File: config.mk
export PLATFORM = sky130hd
export DESIGN_NAME = modular_mul_div_unit
export DESIGN_NICKNAME = d
export VERILOG_FILES = /design/src/hw/rtl/mmd_pkg.sv /design/src/hw/rtl/mmd_divider.sv /design/src/hw/rtl/mmd_mulmod.sv /design/src/hw/rtl/modular_mul_div_unit.sv
export SDC_FILE = /design/constraint.sdc
export NUM_CORES = 1
export LEC_CHECK = 0
export ABC_CLOCK_PERIOD_IN_PS = 7700
export BUFFER_PORTS_ARGS = -buffer_cell sky130_fd_sc_hd__buf_4
export CAP_MARGIN = 25
export CORE_ASPECT_RATIO = 2
export CORE_UTILIZATION = 45
export CTS_BUF_LIST = sky130_fd_sc_hd__clkbuf_8
export DETAILED_ROUTE_END_ITERATION = 8
export GPL_ROUTABILITY_DRIVEN = 0
export PLACE_DENSITY = 0.68
export SLEW_MARGIN = 10
export SYNTH_ARGS = -nofsm -noshare
export SYNTH_HDL_FRONTEND = slang
export SYNTH_SLANG_ARGS = --single-unit
File: constraint.sdc
create_clock -name clk -period 7.7 [get_ports clk]
set_input_delay 1.155 -clock clk [delete_from_list [all_inputs] [get_ports clk]]
set_output_delay 1.155 -clock clk [all_outputs]
set_load 0.005 [all_outputs]
File: src/hw/rtl/mmd_pkg.sv
// Shared constants and types of the modular arithmetic unit.
`default_nettype none
package mmd_pkg;
    localparam int unsigned MOD_WIDTH_DEFAULT = 32;
    localparam logic [31:0] MODULUS_RESET = 32'd1000000007;

    typedef enum logic [1:0] {
        OP_MUL = 2'd0,
        OP_DIV = 2'd1,
        OP_RED = 2'd2,
        OP_NOP = 2'd3
    } opcode_t;
endpackage
`default_nettype wire

File: src/hw/rtl/mmd_divider.sv
// Bit-serial restoring divider: quotient and remainder of num / den.
`default_nettype none
module mmd_divider #(
    parameter int unsigned W = 32
) (
    input  wire logic         clk,
    input  wire logic         rst_n,
    input  wire logic         start,
    input  wire logic [W-1:0] num,
    input  wire logic [W-1:0] den,
    output logic              done,
    output logic [W-1:0]      quo,
    output logic [W-1:0]      rem
);
    localparam int unsigned CW = $clog2(W + 1);

    logic          busy_reg;
    logic [CW-1:0] cnt_reg;
    logic [W-1:0]  q_reg;
    logic [W-1:0]  r_reg;
    logic [W-1:0]  d_reg;
    logic [W:0]    trial;
    logic [W:0]    diff;

    // shift in next dividend bit, subtract if it fits
    assign trial = {r_reg, q_reg[W-1]};
    assign diff  = trial - {1'b0, d_reg};

    always_ff @(posedge clk or negedge rst_n)
    begin
        if (!rst_n)
        begin
            busy_reg <= 1'b0;
            done     <= 1'b0;
            cnt_reg  <= '0;
        end
        else
        begin
            done <= 1'b0;
            if (start)
            begin
                busy_reg <= 1'b1;
                cnt_reg  <= CW'(W);
                q_reg    <= num;
                r_reg    <= '0;
                d_reg    <= den;
            end
            else if (busy_reg)
            begin
                if (!diff[W])
                begin
                    r_reg <= diff[W-1:0];
                    q_reg <= {q_reg[W-2:0], 1'b1};
                end
                else
                begin
                    r_reg <= trial[W-1:0];
                    q_reg <= {q_reg[W-2:0], 1'b0};
                end
                cnt_reg <= cnt_reg - 1'b1;
                if (cnt_reg == CW'(1))
                begin
                    busy_reg <= 1'b0;
                    done     <= 1'b1;
                end
            end
        end
    end

    assign quo = q_reg;
    assign rem = r_reg;
endmodule
`default_nettype wire

File: src/hw/rtl/mmd_mulmod.sv
// Bit-serial modular multiplier: (x * y) mod m by double-and-add, x,y < m.
`default_nettype none
module mmd_mulmod #(
    parameter int unsigned W = 32
) (
    input  wire logic         clk,
    input  wire logic         rst_n,
    input  wire logic         start,
    input  wire logic [W-1:0] x,
    input  wire logic [W-1:0] y,
    input  wire logic [W-1:0] m,
    output logic              done,
    output logic [W-1:0]      prod
);
    localparam int unsigned CW = $clog2(W + 1);

    logic          busy_reg;
    logic [CW-1:0] cnt_reg;
    logic [W-1:0]  acc_reg;
    logic [W-1:0]  y_reg;
    logic [W-1:0]  x_reg;
    logic [W:0]    dbl;
    logic [W-1:0]  dbl_red;
    logic [W:0]    sum;
    logic [W-1:0]  sum_red;

    always_comb
    begin
        dbl     = {acc_reg, 1'b0};
        dbl_red = (dbl >= {1'b0, m}) ? W'(dbl - {1'b0, m}) : dbl[W-1:0];
        sum     = {1'b0, dbl_red} + (y_reg[W-1] ? {1'b0, x_reg} : '0);
        sum_red = (sum >= {1'b0, m}) ? W'(sum - {1'b0, m}) : sum[W-1:0];
    end

    always_ff @(posedge clk or negedge rst_n)
    begin
        if (!rst_n)
        begin
            busy_reg <= 1'b0;
            done     <= 1'b0;
            cnt_reg  <= '0;
        end
        else
        begin
            done <= 1'b0;
            if (start)
            begin
                busy_reg <= 1'b1;
                cnt_reg  <= CW'(W);
                acc_reg  <= '0;
                x_reg    <= x;
                y_reg    <= y;
            end
            else if (busy_reg)
            begin
                acc_reg <= sum_red;
                y_reg   <= {y_reg[W-2:0], 1'b0};
                cnt_reg <= cnt_reg - 1'b1;
                if (cnt_reg == CW'(1))
                begin
                    busy_reg <= 1'b0;
                    done     <= 1'b1;
                end
            end
        end
    end

    assign prod = acc_reg;
endmodule
`default_nettype wire

File: src/hw/rtl/modular_mul_div_unit.sv
// Top level of the modular multiply / divide / reduce unit.
// One request at a time. Operands are reduced modulo m by a bit-serial
// divider run at full 32-bit width; a reduce is that divider pass on a alone,
// and a multiply then runs a bit-serial double-and-add modular multiplier.
// Divide runs the extended Euclidean iteration: each quotient step costs
// one divider pass and one modular multiply, and a final modular multiply
// forms a times the inverse. The divider and multiplier are shared by all
// operations. The result sits in an output register; s_tready is high
// only when the unit is idle and that register is free. The modulus is
// written through cfg_we/cfg_data, only its low MOD_WIDTH bits are kept,
// and it must be changed only while idle.
`default_nettype none
module modular_mul_div_unit #(
    parameter int unsigned MOD_WIDTH = mmd_pkg::MOD_WIDTH_DEFAULT
) (
    input  wire logic        clk,
    input  wire logic        rst_n,
    input  wire logic        cfg_we,
    input  wire logic [31:0] cfg_data,
    input  wire logic        s_tvalid,
    output logic             s_tready,
    // tdata: operand_a [31:0], operand_b [63:32]
    input  wire logic [63:0] s_tdata,
    // tuser: opcode [1:0]
    input  wire logic [1:0]  s_tuser,
    output logic             m_tvalid,
    input  wire logic        m_tready,
    // tdata: result_value [31:0]
    output logic [31:0]      m_tdata,
    // tuser: not_invertible [0]
    output logic             m_tuser
);
    localparam int unsigned W = MOD_WIDTH;

    typedef enum logic [3:0] {
        S_IDLE, S_RED_A, S_RED_B, S_MUL, S_EU_DIV, S_EU_MUL, S_FIN_MUL, S_OUT
    } state_t;

    state_t         state_reg;
    logic [W-1:0]   mod_reg;
    mmd_pkg::opcode_t op_reg;
    logic [31:0]    a_in_reg;
    logic [31:0]    b_in_reg;
    logic [W-1:0]   a_reg;      // a mod m
    logic [W-1:0]   num_reg;
    logic [W-1:0]   den_reg;
    logic [W-1:0]   cur_reg;
    logic [W-1:0]   prev_reg;
    logic [W-1:0]   quo_reg;
    logic [W-1:0]   rem_reg;
    logic [31:0]    res_reg;
    logic           flag_reg;
    logic           out_valid_reg;

    // shared divider
    logic           div_start;
    logic [W-1:0]   div_den;
    logic           div_done;
    logic [W-1:0]   div_quo;
    logic [W-1:0]   div_rem;
    logic [31:0]    div_num_w;
    logic [31:0]    div_quo_w;
    logic [31:0]    div_rem_w;
    // shared modular multiplier
    logic           mul_start;
    logic [W-1:0]   mul_x;
    logic [W-1:0]   mul_y;
    logic           mul_done;
    logic [W-1:0]   mul_prod;
    logic           start_reg;
    logic           start_next;

    logic [W:0]     nxt_sum;
    logic [W-1:0]   nxt_val;

    assign s_tready = (state_reg == S_IDLE) && !out_valid_reg;
    assign m_tvalid = out_valid_reg;
    assign m_tdata  = res_reg;
    assign m_tuser  = flag_reg;

    // operands are 32 bits even when W<32, so the divider runs at full
    // 32-bit width to reduce them exactly.
    mmd_divider #(.W(32)) u_div (
        .clk(clk), .rst_n(rst_n), .start(div_start),
        .num(div_num_w), .den(32'(div_den)),
        .done(div_done), .quo(div_quo_w), .rem(div_rem_w)
    );
    assign div_quo = div_quo_w[W-1:0];
    assign div_rem = div_rem_w[W-1:0];

    mmd_mulmod #(.W(W)) u_mul (
        .clk(clk), .rst_n(rst_n), .start(mul_start),
        .x(mul_x), .y(mul_y), .m(mod_reg),
        .done(mul_done), .prod(mul_prod)
    );

    assign div_start = start_reg && (state_reg == S_RED_A || state_reg == S_RED_B
                       || state_reg == S_EU_DIV);
    assign mul_start = start_reg && (state_reg == S_MUL || state_reg == S_EU_MUL
                       || state_reg == S_FIN_MUL);

    always_comb
    begin
        div_num_w = 32'(num_reg);
        div_den   = den_reg;
        if (state_reg == S_RED_A)
        begin
            div_num_w = a_in_reg;
            div_den   = mod_reg;
        end
        else if (state_reg == S_RED_B)
        begin
            div_num_w = b_in_reg;
            div_den   = mod_reg;
        end
        mul_x   = (state_reg == S_EU_MUL) ? cur_reg : a_reg;
        mul_y   = (state_reg == S_EU_MUL) ? quo_reg
                : (state_reg == S_FIN_MUL) ? prev_reg : den_reg;
        // prev - cur*q mod m; mul_prod < m, prev < m
        nxt_sum = {1'b0, prev_reg} + {1'b0, mod_reg} - {1'b0, mul_prod};
        nxt_val = (nxt_sum >= {1'b0, mod_reg}) ? W'(nxt_sum - {1'b0, mod_reg})
                                               : nxt_sum[W-1:0];
    end

    // one-cycle start pulse into the state that launches a divider or multiplier pass
    always_comb
    begin
        unique case (state_reg)
            S_IDLE:
                start_next = s_tvalid && s_tready
                             && (mmd_pkg::opcode_t'(s_tuser) != mmd_pkg::OP_NOP)
                             && (mod_reg != '0);
            S_RED_A:
                start_next = div_done && (op_reg != mmd_pkg::OP_RED);
            S_RED_B:
                start_next = div_done && ((op_reg == mmd_pkg::OP_MUL)
                             || ((mod_reg != W'(1)) && (div_rem != '0)));
            S_EU_DIV:
                start_next = div_done;
            S_EU_MUL:
                start_next = mul_done && ((rem_reg != '0) || (den_reg == W'(1)));
            default:
                start_next = 1'b0;
        endcase
    end

    always_ff @(posedge clk or negedge rst_n)
    begin
        if (!rst_n)
        begin
            state_reg     <= S_IDLE;
            mod_reg       <= mmd_pkg::MODULUS_RESET[W-1:0];
            out_valid_reg <= 1'b0;
            start_reg     <= 1'b0;
        end
        else
        begin
            start_reg <= start_next;
            if (cfg_we)
                mod_reg <= cfg_data[W-1:0];
            if (out_valid_reg && m_tready)
                out_valid_reg <= 1'b0;
            unique case (state_reg)
                S_IDLE:
                begin
                    if (s_tvalid && s_tready)
                    begin
                        op_reg   <= mmd_pkg::opcode_t'(s_tuser);
                        a_in_reg <= s_tdata[31:0];
                        b_in_reg <= s_tdata[63:32];
                        res_reg  <= '0;
                        priority if (mmd_pkg::opcode_t'(s_tuser) == mmd_pkg::OP_NOP)
                        begin
                            flag_reg  <= 1'b0;
                            state_reg <= S_OUT;
                        end
                        else if (mod_reg == '0)
                        begin
                            flag_reg  <= (mmd_pkg::opcode_t'(s_tuser) == mmd_pkg::OP_DIV);
                            state_reg <= S_OUT;
                        end
                        else
                        begin
                            flag_reg  <= 1'b0;
                            state_reg <= S_RED_A;
                        end
                    end
                end
                S_RED_A:
                begin
                    if (div_done)
                    begin
                        a_reg <= div_rem;
                        if (op_reg == mmd_pkg::OP_RED)
                        begin
                            res_reg   <= 32'(div_rem);
                            state_reg <= S_OUT;
                        end
                        else
                            state_reg <= S_RED_B;
                    end
                end
                S_RED_B:
                begin
                    if (div_done)
                    begin
                        den_reg <= div_rem;
                        if (op_reg == mmd_pkg::OP_MUL)
                            state_reg <= S_MUL;
                        else if (mod_reg == W'(1))
                            state_reg <= S_OUT;
                        else if (div_rem == '0)
                        begin
                            flag_reg  <= 1'b1;
                            state_reg <= S_OUT;
                        end
                        else
                        begin
                            num_reg   <= mod_reg;
                            cur_reg   <= W'(1);
                            prev_reg  <= '0;
                            state_reg <= S_EU_DIV;
                        end
                    end
                end
                S_MUL:
                begin
                    if (mul_done)
                    begin
                        res_reg   <= 32'(mul_prod);
                        state_reg <= S_OUT;
                    end
                end
                S_EU_DIV:
                begin
                    if (div_done)
                    begin
                        quo_reg   <= div_quo;
                        rem_reg   <= div_rem;
                        state_reg <= S_EU_MUL;
                    end
                end
                S_EU_MUL:
                begin
                    if (mul_done)
                    begin
                        prev_reg <= cur_reg;
                        cur_reg  <= nxt_val;
                        num_reg  <= den_reg;
                        den_reg  <= rem_reg;
                        if (rem_reg == '0)
                        begin
                            // gcd now in den_reg
                            if (den_reg != W'(1))
                            begin
                                flag_reg  <= 1'b1;
                                state_reg <= S_OUT;
                            end
                            else
                            begin
                                // inverse is cur_reg (becomes prev)
                                state_reg <= S_FIN_MUL;
                            end
                        end
                        else
                            state_reg <= S_EU_DIV;
                    end
                end
                S_FIN_MUL:
                begin
                    if (mul_done)
                    begin
                        res_reg   <= 32'(mul_prod);
                        state_reg <= S_OUT;
                    end
                end
                S_OUT:
                begin
                    out_valid_reg <= 1'b1;
                    state_reg     <= S_IDLE;
                end
                default:
                    state_reg <= S_IDLE;
            endcase
        end
    end
endmodule
`default_nettype wire

==> results.toml <==
[route]
first_iter_violations = 2754
wl_per_cell_um = 24.1
drc = 0
postRouteAntennaNets = 0
vias = 30809
via_per_inst = 5.97
wirelength_um = 124000
drt_first_pass_iters = 7

[worst_setup_path]
crit_slowest_cell = "dfstp_2"
rrSetupSlack_ps = -310
worst_setup_path_end_kind = "flip-flop"
crit_family = "compound AO/OA/AOI/OAI gates"
start_kind = "flip-flop"
r2r_cells = 39
crit_type = "reg -> reg"
path_max_fanout = 7
r2r-start = "mod_reg[1]$_DFFE_PN1P_"
arrival_ps = 8490
crit_top_cell = "buf_6"
crit_end = "u_mul.prod[16]$_SDFFCE_PP0P_"
cpPeakStageDelay_ps = 560
startpoint = "mod_reg[1]$_DFFE_PN1P_"
crit_buf_inv = 10
cp.depth = 39
r2r_end = "u_mul.prod[16]$_SDFFCE_PP0P_"
worstPathRequired_ps = 8180

[floorplan]
core_um2 = 78000
start_util_pct = 45.5
rows = 145
die_y_um = 399
io-pin-count = 138
die_w_um = 201
dieArea_um2 = 80100

[timing]
relSlewSlack_pct = 30.0
clock.fmax_mhz = 125
fin_ws_ps = -313
setup-tns-final_ps = -4500
post-route-period-util_pct = 104
setup_viol = 30
drv_slew = 0
finalHoldViolCount = 0
finalCriticalPeriod_ps = 8010
skew_ps = 75.4
worstMarginPinSlew_ps = 1050
rsz0062_at_grt = "yes"

[clock_tree]
cts.htree.levels = 3
clock_latency_ps = 780
hold_buffers = 0
clockBufferDepth = 3
cts_tree = "yes"
cts_made_buffers = 81
clockRootBuffer = "clkbuf_8"
clkSlewWorstSetupHoldPaths_ps = 80
cts.sinks = 568

[run]
maxCapViolations = 0

[synth]
syn_nets = 3925
synthFlopType = "edfxtp_1"
ys_types = 92
syn_inst = 3589
avgSynthCellArea_um2 = 9.89
async_reset_ff_share_pct = 9.33
ys_ff_latch = 568
synth_edf_count = 515
yosysWarnings = 0
ys_seq_area_share_pct = 47.3
syn-cell-area_um2 = 35500

[layout]
area_delta_synth_final_pct = 20.7
fin_nets = 4397
drive_gt1_share_pct = 20.8
fill_cells = 6983

[grt]
antenna_found_initial = 1
grt_overflow_total = 0
grt_pass1_vias = 31255
grt_pass1_wl_um = 183000
grtUsageTotal_pct = 30.8
grt_max_degree = 90

[place]
place_hpwl_um = 92900
place.port_buffers = 137

[status]
status = "finished with violations"
violations = "setup timing"

[worst_hold_path]
hold_class = "in -> async"
[final cells by class]
class                   instances  area [um^2]  area share [%]
diodes                          1         2.50         0.00584
clock buffers                  90         1240            2.89
clock inverters                59          433            1.01
inverters                     237          893            2.09
multi-input cells            2621        17800            41.5
flip-flops and latches        568        16800            39.2
well taps                    1029         1290            3.01
repair buffers                552         4370            10.2
[worst min-delay path by stage]
stage,startpoint,slack [ps],to
after floorplan,u_div.quo[0]$_DFFE_PP_,430,quo_reg[0]$_DFFE_PP_
after global placement,u_div.quo[25]$_DFFE_PP_,430,quo_reg[25]$_DFFE_PP_
after detailed placement,u_div.quo[25]$_DFFE_PP_,430,quo_reg[25]$_DFFE_PP_
after CTS,rst_n,310,u_mul.cnt_reg[0]$_DFFE_PN0N_
after global routing,rst_n,330,u_mul.cnt_reg[1]$_DFFE_PN0N_
final,rst_n,330,state_reg[0]$_DFFE_PN0P_
[through the flow]
stage	setup WS [ps]	std cells	util [%]	hold slack [ps]	instance area [um^2]
detailed placement	-918	4970	51.5	431	40200
global route	-612	5157	54.9	330	42800
finish	-313	5157	54.9	335	42800
floorplan	16.6	3589	-	426	35500
global placement	-698	4968	51.5	432	40100
CTS	-132	5140	54.4	307	42400
[metal layers]
metal  global-route usage [%]  up-vias  wire length (um)
met3                     4.75      517              8490
met1                     31.4    14718             41100
met4                     26.7        0             12000
li1                         -    14006                 -
met5                        0        -                 0
met2                     54.8     1568             62500
[synthesized netlist by cell type (16+ instances only)]
| cell type | n | area, um^2 |
|---|---|---|
| edfxtp_1 | 515 | 15500 |
| nand2_1 | 445 | 1670 |
| a21oi_1 | 354 | 1770 |
| o21ai_0 | 300 | 1500 |
| inv_1 | 236 | 886 |
| nor2_1 | 228 | 856 |
| ha_1 | 196 | 2450 |
| clkbuf_1 | 124 | 465 |
| xnor2_1 | 108 | 946 |
| a21o_1 | 101 | 758 |
| and2_1 | 78 | 488 |
| nand3_1 | 77 | 385 |
| xor2_1 | 48 | 420 |
| nor3_1 | 46 | 230 |
| a31oi_1 | 44 | 275 |
| nor4_1 | 40 | 250 |
| dfrtp_1 | 37 | 926 |
| fa_1 | 37 | 741 |
| mux2_2 | 36 | 405 |
| o21a_1 | 34 | 255 |
| a22o_1 | 33 | 289 |
| a211oi_1 | 31 | 233 |
| nand4_1 | 31 | 194 |
| and3_1 | 29 | 181 |
| mux2_1 | 27 | 304 |
| nand2b_1 | 25 | 156 |
| nor2b_1 | 24 | 150 |
| o21bai_1 | 23 | 173 |
| buf_1 | 16 | 60.1 |
| dfstp_2 | 16 | 420 |
| o211ai_1 | 16 | 120 |
[cells in the final DEF, fill, tap and decap left out, types with 17 or more instances in the layout]
master and n:
a31oi_1 39, nand3_1 75, nor3_1 42, dfrtp_1 35, a211oi_1 28, o21bai_1 23, buf_6 17, fa_1 35
a21o_1 101, inv_1 262, mux2_2 36, buf_4 522, o21a_1 33, and2_1 77, nand2_1 440, nand2b_1 23
nor4_1 37, a21oi_1 331, ha_1 189, a21oi_2 20, clkbuf_8 90, a22o_1 33, nor2b_1 21, xnor2_1 106
nand4_1 31, and3_1 25, nor2_1 222, o21ai_0 286, mux2_1 26, edfxtp_1 515, xor2_1 47
[cell families (layout without fill, tap and decap cells)]
kind of cell,count (synthesis),after routing,synth area share (%)
AND/OR/NAND/NOR,1077,1077,14.0
multiplexers,78,78,2.42
adder cells (fa/ha/maj),233,233,8.99
other,0,1,0
XOR/XNOR,158,158,3.97
AO/OA/AOI/OAI,1075,1075,18.8
buffers and inverters,400,938,4.45
flip-flops,568,568,47.3
[timing repair]
action / in CTS / in global routing
resized for setup: 81 / 60
pin swaps: 38 / 37
hold endpoints to repair: 0 / 0
setup buffers: 19 / 16
cloned: 2 / 1
endpoints found under the setup margin: 32 / 32
Power is left out: the tool's default activity adds up to more than one toggle a clock period on the data nets, which glitch-free logic cannot reach.
